## config.mk

```make
export PLATFORM = sky130hd
export DESIGN_NAME = spa_path_route_classifier_top
export DESIGN_NICKNAME = d
export VERILOG_FILES = /design/src/sv/spc_pkg.sv /design/src/sv/spc_path_track.sv /design/src/sv/spc_route_decide.sv /design/src/sv/spc_out_skid.sv /design/src/sv/spa_path_route_classifier_top.sv
export SDC_FILE = /design/constraint.sdc
export NUM_CORES = 1
export LEC_CHECK = 0
export BUFFER_PORTS_ARGS = -buffer_cell sky130_fd_sc_hd__buf_2
export CAP_MARGIN = 10
export CORE_ASPECT_RATIO = 0.7
export CORE_MARGIN = 2
export CORE_UTILIZATION = 30
export DETAILED_ROUTE_END_ITERATION = 16
export MAX_ROUTING_LAYER = met4
export PLACE_DENSITY = 0.53
export RECOVER_POWER = 100
export SYNTH_ARGS = -nofsm -noshare
export SYNTH_HDL_FRONTEND = slang
export SYNTH_SLANG_ARGS = --single-unit
export TNS_END_PERCENT = 5
```

## constraint.sdc

```tcl
create_clock -name i_clk -period 5.29 [get_ports i_clk]
set_input_delay 1.058 -clock i_clk [delete_from_list [all_inputs] [get_ports i_clk]]
set_output_delay 1.058 -clock i_clk [all_outputs]
set_load 0.05 [all_outputs]
```

## src/sv/spc_pkg.sv

```systemverilog
// shared types, constants and helpers for the spa path route classifier
package spc_pkg;

    localparam int MAX_PATH_CHARS_DEF = 256;
    localparam int PREFIX_BYTES_DEF   = 8;

    localparam int CFG_DATA_W = 64;
    localparam int CFG_IDX_W  = 3;
    localparam int PFX_LEN_W  = 4;
    localparam int OUT_W      = 3;

    localparam logic [7:0] CHR_NUL   = 8'h00;
    localparam logic [7:0] CHR_SLASH = 8'h2f;
    localparam logic [7:0] CHR_DOT   = 8'h2e;

    typedef enum logic [CFG_IDX_W-1:0] {
        CFG_PREFIX_BYTES  = 3'd0,
        CFG_PREFIX_LENGTH = 3'd1,
        CFG_USE_CONTEXT   = 3'd2,
        CFG_SHELL_AVAIL   = 3'd3,
        CFG_CLIENT_SCRIPT = 3'd4,
        CFG_DEGRADED      = 3'd5
    } t_cfg_idx;

    typedef enum logic [1:0] {
        ACT_SHELL    = 2'd0,
        ACT_PASS     = 2'd1,
        ACT_FILE     = 2'd2,
        ACT_FALLBACK = 2'd3
    } t_route_action;

    // path summary handed from the tracker to the decision logic
    typedef struct packed {
        logic is_empty;
        logic lone_slash;
        logic prefix_hit;
        logic has_ext;
    } t_path_flags;

    typedef struct packed {
        logic use_context;
        logic shell_up;
        logic scripts_on;
        logic degraded_mode;
    } t_ctx_cfg;

    // effective prefix length: clamped, then cut at the first zero byte
    function automatic logic [PFX_LEN_W-1:0] prefix_len(
        input logic [CFG_DATA_W-1:0] bytes,
        input logic [PFX_LEN_W-1:0]  len,
        input logic [PFX_LEN_W-1:0]  max_len
    );
        logic [PFX_LEN_W-1:0] lim;
        logic [PFX_LEN_W-1:0] res;
        logic                 found;
        lim   = (len > max_len) ? max_len : len;
        res   = lim;
        found = 1'b0;
        for (int i = 0; i < 8; i++) begin
            if (!found && (PFX_LEN_W'(i) < lim) && (bytes[8*i +: 8] == CHR_NUL)) begin
                res   = PFX_LEN_W'(i);
                found = 1'b1;
            end
        end
        return res;
    endfunction

endpackage

```

## src/sv/spc_path_track.sv

```systemverilog
// per-byte path state: length, prefix match and final segment extension flags
module spc_path_track #(
    parameter int MAX_PATH_CHARS = spc_pkg::MAX_PATH_CHARS_DEF
) (
    input  logic                          i_clk,
    input  logic                          i_rst_n,
    input  logic                          i_accept,
    input  logic [7:0]                    i_byte,
    input  logic [spc_pkg::CFG_DATA_W-1:0] i_prefix_bytes,
    input  logic [spc_pkg::PFX_LEN_W-1:0]  i_prefix_len,
    output spc_pkg::t_path_flags          o_flags
);
    import spc_pkg::*;

    localparam int CNT_W = $clog2(MAX_PATH_CHARS + 1);

    logic [CNT_W-1:0] r_count, n_count;
    logic r_match, n_match;
    logic r_first_slash, n_first_slash;
    logic r_seg_start, n_seg_start;
    logic r_dot_seen, n_dot_seen;
    logic r_dot_at_start, n_dot_at_start;
    logic r_after_dot, n_after_dot;

    logic [CNT_W-1:0] pl_ext;
    logic [7:0]       pfx_byte;

    assign pl_ext   = CNT_W'(i_prefix_len);
    assign pfx_byte = i_prefix_bytes[8*r_count[2:0] +: 8];

    always_comb begin
        n_count        = r_count;
        n_match        = r_match;
        n_first_slash  = r_first_slash;
        n_seg_start    = r_seg_start;
        n_dot_seen     = r_dot_seen;
        n_dot_at_start = r_dot_at_start;
        n_after_dot    = r_after_dot;
        if (i_accept) begin
            if (i_byte == CHR_NUL) begin
                // terminator: back to an empty path
                n_count        = '0;
                n_match        = 1'b1;
                n_first_slash  = 1'b0;
                n_seg_start    = 1'b1;
                n_dot_seen     = 1'b0;
                n_dot_at_start = 1'b0;
                n_after_dot    = 1'b0;
            end else if (r_count < CNT_W'(MAX_PATH_CHARS)) begin
                if ((r_count < pl_ext) && (pfx_byte != i_byte)) begin
                    n_match = 1'b0;
                end
                if (r_count == '0) begin
                    n_first_slash = (i_byte == CHR_SLASH);
                end
                if (i_byte == CHR_SLASH) begin
                    n_seg_start    = 1'b1;
                    n_dot_seen     = 1'b0;
                    n_dot_at_start = 1'b0;
                    n_after_dot    = 1'b0;
                end else if (i_byte == CHR_DOT) begin
                    n_dot_seen     = 1'b1;
                    n_dot_at_start = r_seg_start;
                    n_after_dot    = 1'b0;
                    n_seg_start    = 1'b0;
                end else begin
                    if (r_dot_seen) begin
                        n_after_dot = 1'b1;
                    end
                    n_seg_start = 1'b0;
                end
                n_count = r_count + CNT_W'(1);
            end
        end
    end

    always_ff @(posedge i_clk) begin
        if (!i_rst_n) begin
            r_count        <= '0;
            r_match        <= 1'b1;
            r_first_slash  <= 1'b0;
            r_seg_start    <= 1'b1;
            r_dot_seen     <= 1'b0;
            r_dot_at_start <= 1'b0;
            r_after_dot    <= 1'b0;
        end else begin
            r_count        <= n_count;
            r_match        <= n_match;
            r_first_slash  <= n_first_slash;
            r_seg_start    <= n_seg_start;
            r_dot_seen     <= n_dot_seen;
            r_dot_at_start <= n_dot_at_start;
            r_after_dot    <= n_after_dot;
        end
    end

    assign o_flags.is_empty   = (r_count == '0);
    assign o_flags.lone_slash = (r_count == CNT_W'(1)) && r_first_slash;
    assign o_flags.prefix_hit = r_match && (r_count >= pl_ext);
    assign o_flags.has_ext    = r_dot_seen && !r_dot_at_start && r_after_dot;

endmodule

```

## src/sv/spc_route_decide.sv

```systemverilog
// routing decision from the path summary and the context registers
module spc_route_decide (
    input  spc_pkg::t_path_flags          i_flags,
    input  spc_pkg::t_ctx_cfg             i_ctx,
    input  logic [spc_pkg::PFX_LEN_W-1:0] i_prefix_len,
    output logic [spc_pkg::OUT_W-1:0]     o_word
);
    import spc_pkg::*;

    t_route_action act;
    logic          shell_bad;

    assign shell_bad = !i_ctx.shell_up || !i_ctx.scripts_on
                       || i_ctx.degraded_mode;

    always_comb begin
        if (i_flags.is_empty || i_flags.lone_slash) begin
            act = ACT_SHELL;
        end else if (i_ctx.use_context && (i_prefix_len != '0) && i_flags.prefix_hit) begin
            act = ACT_PASS;
        end else if (i_flags.has_ext) begin
            act = ACT_FILE;
        end else begin
            act = ACT_SHELL;
        end
        if (i_ctx.use_context && (act == ACT_SHELL) && shell_bad) begin
            act = ACT_FALLBACK;
        end
    end

    assign o_word = {i_flags.has_ext, act};

endmodule

```

## src/sv/spc_out_skid.sv

```systemverilog
// two-entry output buffer: result register plus skid register
module spc_out_skid (
    input  logic                          i_clk,
    input  logic                          i_rst_n,
    input  logic                          i_push,
    input  logic [spc_pkg::OUT_W-1:0]     i_word,
    output logic                          o_ready,
    output logic                          o_valid,
    output logic [spc_pkg::OUT_W-1:0]     o_word,
    input  logic                          i_take
);
    import spc_pkg::*;

    logic             r_out_valid, n_out_valid;
    logic [OUT_W-1:0] r_out_word, n_out_word;
    logic             r_skid_valid, n_skid_valid;
    logic [OUT_W-1:0] r_skid_word, n_skid_word;

    always_comb begin
        n_out_valid  = r_out_valid;
        n_out_word   = r_out_word;
        n_skid_valid = r_skid_valid;
        n_skid_word  = r_skid_word;
        if (!r_out_valid || i_take) begin
            if (r_skid_valid) begin
                n_out_word   = r_skid_word;
                n_out_valid  = 1'b1;
                n_skid_valid = 1'b0;
            end else if (i_push) begin
                n_out_word  = i_word;
                n_out_valid = 1'b1;
            end else begin
                n_out_valid = 1'b0;
            end
        end else if (i_push) begin
            // result register stalled: park the word
            n_skid_word  = i_word;
            n_skid_valid = 1'b1;
        end
    end

    always_ff @(posedge i_clk) begin
        if (!i_rst_n) begin
            r_out_valid  <= 1'b0;
            r_skid_valid <= 1'b0;
        end else begin
            r_out_valid  <= n_out_valid;
            r_skid_valid <= n_skid_valid;
        end
        r_out_word  <= n_out_word;
        r_skid_word <= n_skid_word;
    end

    assign o_ready = !r_skid_valid;
    assign o_valid = r_out_valid;
    assign o_word  = r_out_word;

endmodule

```

## src/sv/spa_path_route_classifier_top.sv

```systemverilog
// top level of the spa path route classifier
// Takes one path byte per cycle while ready is high; a zero byte ends the path and yields
// one registered routing word, other bytes yield nothing. Per-byte flag updates and
// the final decision sit between the path state registers and a two-entry output
// buffer, so the block sustains one byte per clock and drops ready only when two
// results are waiting downstream. Configuration writes take effect from the next cycle.
module spa_path_route_classifier_top #(
    parameter int MAX_PATH_CHARS = spc_pkg::MAX_PATH_CHARS_DEF,
    parameter int PREFIX_BYTES   = spc_pkg::PREFIX_BYTES_DEF
) (
    input  logic                            i_clk,
    input  logic                            i_rst_n,
    input  logic                            i_s_tvalid,
    output logic                            o_s_tready,
    input  logic [7:0]                      i_s_tdata,   // [7:0] path_byte
    output logic                            o_m_tvalid,
    input  logic                            i_m_tready,
    output logic [7:0]                      o_m_tdata,   // [1:0] route_action, [2] has_extension
    input  logic                            i_cfg_we,
    input  logic [spc_pkg::CFG_IDX_W-1:0]   i_cfg_index,
    input  logic [spc_pkg::CFG_DATA_W-1:0]  i_cfg_data
);
    import spc_pkg::*;

    logic [CFG_DATA_W-1:0] r_prefix_bytes;
    logic [PFX_LEN_W-1:0]  r_prefix_length;
    t_ctx_cfg              r_ctx;

    logic [PFX_LEN_W-1:0]  pl;
    logic                  accept;
    logic                  push;
    t_path_flags           flags;
    logic [OUT_W-1:0]      dec_word;
    logic [OUT_W-1:0]      out_word;

    always_ff @(posedge i_clk) begin
        if (!i_rst_n) begin
            r_prefix_bytes      <= '0;
            r_prefix_length     <= '0;
            r_ctx.use_context   <= 1'b0;
            r_ctx.shell_up      <= 1'b1;
            r_ctx.scripts_on    <= 1'b1;
            r_ctx.degraded_mode <= 1'b0;
        end else if (i_cfg_we) begin
            case (i_cfg_index)
                CFG_PREFIX_BYTES:  r_prefix_bytes      <= i_cfg_data;
                CFG_PREFIX_LENGTH: r_prefix_length     <= i_cfg_data[PFX_LEN_W-1:0];
                CFG_USE_CONTEXT:   r_ctx.use_context   <= i_cfg_data[0];
                CFG_SHELL_AVAIL:   r_ctx.shell_up      <= i_cfg_data[0];
                CFG_CLIENT_SCRIPT: r_ctx.scripts_on    <= i_cfg_data[0];
                CFG_DEGRADED:      r_ctx.degraded_mode <= i_cfg_data[0];
                default: ;
            endcase
        end
    end

    assign pl     = prefix_len(r_prefix_bytes, r_prefix_length, PFX_LEN_W'(PREFIX_BYTES));
    assign accept = i_s_tvalid && o_s_tready;
    assign push   = accept && (i_s_tdata == CHR_NUL);

    spc_path_track #(
        .MAX_PATH_CHARS(MAX_PATH_CHARS)
    ) u_track (
        .i_clk          (i_clk),
        .i_rst_n        (i_rst_n),
        .i_accept       (accept),
        .i_byte         (i_s_tdata),
        .i_prefix_bytes (r_prefix_bytes),
        .i_prefix_len   (pl),
        .o_flags        (flags)
    );

    spc_route_decide u_decide (
        .i_flags      (flags),
        .i_ctx        (r_ctx),
        .i_prefix_len (pl),
        .o_word       (dec_word)
    );

    spc_out_skid u_out (
        .i_clk   (i_clk),
        .i_rst_n (i_rst_n),
        .i_push  (push),
        .i_word  (dec_word),
        .o_ready (o_s_tready),
        .o_valid (o_m_tvalid),
        .o_word  (out_word),
        .i_take  (i_m_tready)
    );

    assign o_m_tdata = {{(8-OUT_W){1'b0}}, out_word};

`ifndef NO_ASSERTIONS
    // input stalls only while both output entries are occupied
    a_stall_needs_full: assert property (@(posedge i_clk) disable iff (!i_rst_n)
        !o_s_tready |-> o_m_tvalid)
        else $error("input stalled with empty result register");

    // a new result appears only after an accepted terminator
    a_result_from_nul: assert property (@(posedge i_clk) disable iff (!i_rst_n)
        $rose(o_m_tvalid) |-> $past(i_s_tvalid && o_s_tready && (i_s_tdata == CHR_NUL)))
        else $error("result without terminator");

    // ordinary path bytes never create a result
    a_byte_no_result: assert property (@(posedge i_clk) disable iff (!i_rst_n)
        (i_s_tvalid && o_s_tready && (i_s_tdata != CHR_NUL) && !o_m_tvalid) |=> !o_m_tvalid)
        else $error("result from non-terminator byte");
`endif

endmodule

```

==> results of run 1 <==
## stage by stage
| step | cells | setup slack [ns] | hold WS (ns) | area [µm²] | total power [mW] |
|---|---|---|---|---|---|
| after global routing | 869 | 1.44 | 0.495 | 5740 | 1.69 |
| after global placement | 852 | 2.18 | 0.453 | 5460 | 0.943 |
| final | 869 | 1.82 | 0.479 | 5740 | 1.63 |
| after floorplan | 575 | 2.52 | 0.437 | 4900 | 0.882 |
| after CTS | 868 | 2.16 | 0.482 | 5780 | 1.64 |
| after detailed placement | 852 | 2.03 | 0.468 | 5460 | 0.947 |
## power by group
group	internal [mW]	switching [mW]	total (mW)
clock	0.413	0.281	0.694
sequential	0.736	0.0196	0.756
combinational	0.0775	0.0980	0.176
total	1.23	0.399	1.63
## worst max-delay path: stages
cell	delay, ns
clkbuf_1	0.12
nand2b_1	0.16
or3_2	0.30
clkbuf_1	1.71
nand2_1	0.14
a21boi_0	0.23
## layout make-up
| type | count | area [µm²] | area share |
|---|---|---|---|
| well taps | 225 | 282 | 0.0491 |
| clock buffers | 10 | 229 | 0.0399 |
| multi-input cells | 439 | 2730 | 0.475 |
| flip-flops and latches | 95 | 1960 | 0.342 |
| repair buffers | 88 | 432 | 0.0752 |
| inverters | 6 | 22.5 | 0.00393 |
| clock inverters | 6 | 85.1 | 0.0148 |
## how the worst max path moves through the flow
stage	start	end	slack, ns	cells past startpoint
after floorplan	i_s_tdata[1]	u_out.o_word[0]	2.52	4
after global placement	i_s_tdata[1]	u_out.o_word[0]	2.18	5
after detailed placement	i_s_tdata[1]	u_out.o_word[2]	2.03	5
after CTS	r_prefix_length[3]	u_out.r_skid_word[0]	2.16	13
after global routing	i_cfg_index[1]	r_prefix_bytes[25]	1.44	6
final	i_cfg_index[1]	r_prefix_bytes[29]	1.82	6
## registers in the layout, indices dropped and copies added (netlist names)
name,count
u_track.r_seg_start,1
u_out.o_valid,1
u_track.r_dot_at_start,1
u_track.r_count,9
u_out.o_word,3
u_track.r_first_slash,1
u_out.r_skid_valid,1
r_ctx,4
u_track.r_dot_seen,1
u_out.r_skid_word,3
u_track.r_after_dot,1
r_prefix_bytes,64
u_track.r_match,1
r_prefix_length,4
## Yosys cell counts (all sizes together), types with 7 or more instances
library cell and number:
ha 7, xor2 7, a21oi 9, dfxtp 89, buf 9, a22oi 8, or4 10, nor3 10
nor4 11, and2 7, clkbuf 26, nor2b 12, nand4 9, mux2i 30, nor2 26, o21ai 10
a21boi 68, nand2 150
## layer usage
| layer | global-route usage | routed length (µm) |
|---|---|---|
| met3 | 0.0536 | 1370 |
| met1 | 0.267 | 7490 |
| met2 | 0.222 | 5610 |
| met5 | - | 0 |
| met4 | 0.0373 | 119 |
## kinds of logic after synthesis
| logic type | count (synthesis) | synth area share |
|---|---|---|
| AOI/OAI and AO/OA | 119 | 0.182 |
| xor gates and xnor gates | 11 | 0.0197 |
| adders and majority gates | 7 | 0.0179 |
| buffers and inverters | 41 | 0.0399 |
| DFF | 95 | 0.401 |
| muxes | 37 | 0.0929 |
| other | 1 | 0.000767 |
| and+or+nand+nor | 260 | 0.245 |
==> impl_metrics.py, run 1 <==
metrics = {
    "finish": {
        "num-nets-final": 726,
        "antenna_cells": 0,
        "syn_to_final_growth_pct": 17.4,
        "most-common-layout-cells": "150 x nand2_1, 89 x dfxtp_1, 75 x buf_2, 68 x a21boi_0, 30 x mux2i_1",
        "n_fill_cell": 1702,
        "final_core_util": 0.355,
        "mostFrequentLayoutCell": "nand2_1",
        "layout-drive-gt1-share": 0.161,
    },
    "outcome": {
        "violations": "capacitance limit, slew limit",
        "status": "complete, but fails checks",
    },
    "critical_path": {
        "crit_arrival_ns": 3.74,
        "crit_type": "in2reg",
        "end_kind": "register",
        "reg2reg_to": "u_out.r_skid_word[0]",
        "cp.required_ns": 5.56,
        "r2r_cells": 13,
        "cp-start-kind": "input port",
        "r2r_setup_slack_ns": 1.99,
        "worstPathMaxFanout": 51,
        "timing.rr.start": "r_prefix_length[3]",
    },
    "sta": {
        "slew_headroom": -0.566,
        "fin_crit_ns": 3.47,
        "finClkSkew_ns": 0.00732,
        "fmax_ghz": 0.289,
        "slew_viol_final": 103,
        "tightest_slew_ns": 2.35,
        "fin_crit_sh": 0.655,
        "rsz0062_at_grt": "no",
        "setup_tns_ns": 0,
        "setup_viol": 0,
        "finalHoldViolations": 0,
    },
    "clocking": {
        "cts_setup_buffers": 0,
        "clk_pin_slew_ns": 0.07,
        "clock_latency_ns": 0.35,
        "cts.repair.resized": 0,
        "cts_made_buffers": 9,
        "root_buffer": "clkbuf_16",
        "hold_buffers": 0,
        "cts_buffer_depth": 2,
        "cts_tree": "built",
        "h-tree-depth": 3,
        "cts_sinks": 95,
    },
    "pwr": {
        "pwr_density_cell_nw_per_um2": 283,
        "vdd_drop_max_mv": 0.133,
        "leakagePower_nw": 2.13,
    },
    "min_path": {
        "min_from": "u_track.r_after_dot",
        "worst_hold_path.num_cells": 2,
        "holdPathEnd": "u_track.r_after_dot",
        "worst_hold_path_type": "reg2reg",
    },
    "synthesis": {
        "async_reset_ff_frac": 0,
        "synthDistinctLibCells": 58,
        "yosysSeqAreaShare": 0.401,
        "avgSynthCellArea_um2": 8.56,
        "yosysTopAreaCell": "dfxtp_1",
        "synthesis.area_um2": 4890,
        "synth_edf_count": 6,
        "syn_inst": 571,
        "yosys-top-cells-area": "dfxtp_1 36%, nand2_1 12%, a21boi_0 10%, mux2i_1 6.1%, edfxtp_1 3.7%",
        "ys.flop_type": "dfxtp_1",
        "yosysWarnings": 0,
        "ys_seq_elements": 95,
        "synth_top_area_frac": 0.364,
    },
    "grt": {
        "groute.usage.overall": 0.175,
        "antenna_found_initial": 1,
        "gr-total-overflow": 0,
        "grt_pass1_vias": 4145,
        "grt_first_pass_wirelength_um": 22800,
        "grt_max_degree": 65,
    },
    "placed_design": {
        "port_buffers": 84,
        "hpwl_um": 11100,
        "routabilityCongestion": 1.04,
    },
    "floorplanning": {
        "fp.coreArea_um2": 16200,
        "initial_utilization": 0.303,
        "die_height_um": 111,
        "die_x_um": 157,
        "rows": 39,
        "die_area_um2": 17300,
        "ios": 90,
    },
    "route": {
        "drcViolationCount": 0,
        "num_vias": 4371,
        "wl_per_cell_um": 16.8,
        "dr.pass1.iters": 5,
        "routed_wl_um": 14600,
        "routed_via_density": 5.03,
        "ant_nets": 0,
        "drt-initial-drc-count": 350,
    },
    "run": {
        "cap_viol_max_count": 2,
    },
}
No activity file was read; power rests on OpenSTA's default activity.
==> run 2, diff against run 1 <==
Settings changed: PLACE_DENSITY 0.53 to 0.55.
Clock period 5.29 ns to 3.05 ns, I/O delays scaled along.
==> impl_metrics.py, run 2 (same netlist as run 1, synthesis figures left out) <==
metrics = {
    "outcome": {
        "status": "finished clean",
    },
    "floorplanning": {
        "die_x_um": 157,
        "fp.coreArea_um2": 16200,
        "die_area_um2": 17300,
        "die_height_um": 111,
        "initial_utilization": 0.303,
        "ios": 90,
        "rows": 39,
    },
    "critical_path": {
        "crit_arrival_ns": 3.18,
        "r2r_cells": 13,
        "cp-start-kind": "register",
        "r2r_setup_slack_ns": 0.08,
        "end_kind": "register",
        "reg2reg_to": "u_out.o_word[1]",
        "worstPathMaxFanout": 4,
        "cp.required_ns": 3.26,
        "cp-startpoint": "r_prefix_bytes[57]",
        "crit_type": "reg2reg",
        "timing.rr.start": "r_prefix_bytes[57]",
    },
    "route": {
        "drt-initial-drc-count": 282,
        "ant_nets": 0,
        "drcViolationCount": 0,
        "num_vias": 4377,
        "routed_via_density": 4.86,
        "wl_per_cell_um": 16.4,
        "routed_wl_um": 14700,
        "dr.pass1.iters": 4,
    },
    "placed_design": {
        "port_buffers": 84,
        "hpwl_um": 11200,
        "routabilityCongestion": 0.912,
    },
    "sta": {
        "fmax_ghz": 0.337,
        "slew_viol_final": 0,
        "slew_headroom": 0.214,
        "hold_slack_ns": 0.480,
        "tightest_slew_ns": 1.18,
        "fin_crit_sh": 0.972,
        "rsz0062_at_grt": "yes",
        "finClkSkew_ns": 0.00705,
        "finalHoldViolations": 0,
        "fin_crit_ns": 2.97,
        "setup_viol": 0,
    },
    "pwr": {
        "vdd_drop_max_mv": 0.233,
        "pwr_density_cell_nw_per_um2": 459,
        "power_mw": 2.83,
        "leakagePower_nw": 2.32,
    },
    "grt": {
        "groute.usage.overall": 0.178,
        "grt_pass1_vias": 4368,
        "grt_max_degree": 65,
        "grt_first_pass_wirelength_um": 23300,
        "antenna_found_initial": 0,
        "gr-total-overflow": 0,
    },
    "clocking": {
        "cts_made_buffers": 9,
        "root_buffer": "clkbuf_16",
        "cts_tree": "built",
        "hold_buffers": 0,
        "cts_buffer_depth": 2,
        "h-tree-depth": 3,
        "clk_pin_slew_ns": 0.07,
        "clock_latency_ns": 0.34,
        "cts_sinks": 95,
    },
    "min_path": {
        "min_from": "r_prefix_bytes[17]",
        "worst_hold_path_type": "reg2reg",
        "holdPathEnd": "r_prefix_bytes[17]",
        "worst_hold_path.num_cells": 2,
    },
    "finish": {
        "layout-drive-gt1-share": 0.249,
        "antenna_cells": 0,
        "syn_to_final_growth_pct": 26.0,
        "top_regs": "r_prefix_bytes: 64 flops, u_track.r_count: 9 flops",
        "regMostFlops": "r_prefix_bytes",
        "largest_reg_flops": 64,
        "num-nets-final": 757,
        "most-common-layout-cells": "149 x nand2_1, 83 x dfxtp_1, 75 x buf_2, 67 x a21boi_0, 33 x buf_4",
        "mostFrequentLayoutCell": "nand2_1",
    },
    "run": {
        "cap_viol_max_count": 0,
    },
}
run 2: power by group:
group          internal [mW]  switching [mW]
registers               1.28          0.0282
logic                  0.167           0.192
clock network          0.666           0.499
total                   2.11           0.719
run 2: area by class of cell:
cell class | instances | area [µm²]
clock buffer | 11 | 243
clock inverter | 5 | 65.1
fill | 1648 | 9990
inverter | 6 | 22.5
multi-input combinational | 439 | 2900
sequential | 95 | 1970
tap | 225 | 282
timing repair buffer | 119 | 681
run 2: per-layer routing:
metal | wire [µm] | share of wire | track usage | vias to the layer above
met4 | 131 | 0.0089 | 0.0373 | 0
met2 | 6230 | 0.42 | 0.252 | 98
met5 | 0 | 0 | - | -
li1 | - | - | - | 2193
met1 | 7550 | 0.51 | 0.259 | 2076
met3 | 824 | 0.056 | 0.0414 | 10
run 2: critical path: stages (launching register included):
cell and delay, ns:
dfxtp_2 0.33, or4_4 0.55, nor2_4 0.17, nor2_4 0.06, nor4_4 0.28, o31ai_2 0.12, ha_1 0.31, nor2b_1 0.13
o21a_1 0.16, o21ai_1 0.13, nand2_1 0.10, o221ai_2 0.24, buf_4 0.16, a2bb2oi_2 0.11
run 2: worst max path at each step:
stage,depth (start not counted),slack (ns),to
finish,13,0.08,u_out.o_word[1]
global route,13,-0.08,u_out.o_word[1]
CTS,13,0.04,u_out.r_skid_word[0]
detailed placement,12,-0.03,u_out.r_skid_word[0]
global placement,12,0.06,u_out.r_skid_word[0]
floorplan,12,0.30,u_out.r_skid_word[0]
run 2: per-stage QoR:
stage	setup TNS [ns]	worst slack [ns]	instances	utilization	cell area [µm²]
floorplan	0	0.297	575	-	4900
global placement	0	0.0551	880	0.352	5680
detailed placement	-0.0324	-0.0324	880	0.352	5680
CTS	0	0.0448	896	0.372	6000
global route	-0.234	-0.0799	900	0.381	6160
finish	0	0.0840	900	0.381	6160
run 2: repair_timing:
item / CTS / global route
resized for setup: 2 / 38
gates cloned: 0 / 0
endpoints found under the setup margin: 1 / 5
buffers inserted: 0 / 5
hold endpoints to repair: 0 / 0
pin swaps: 1 / 14
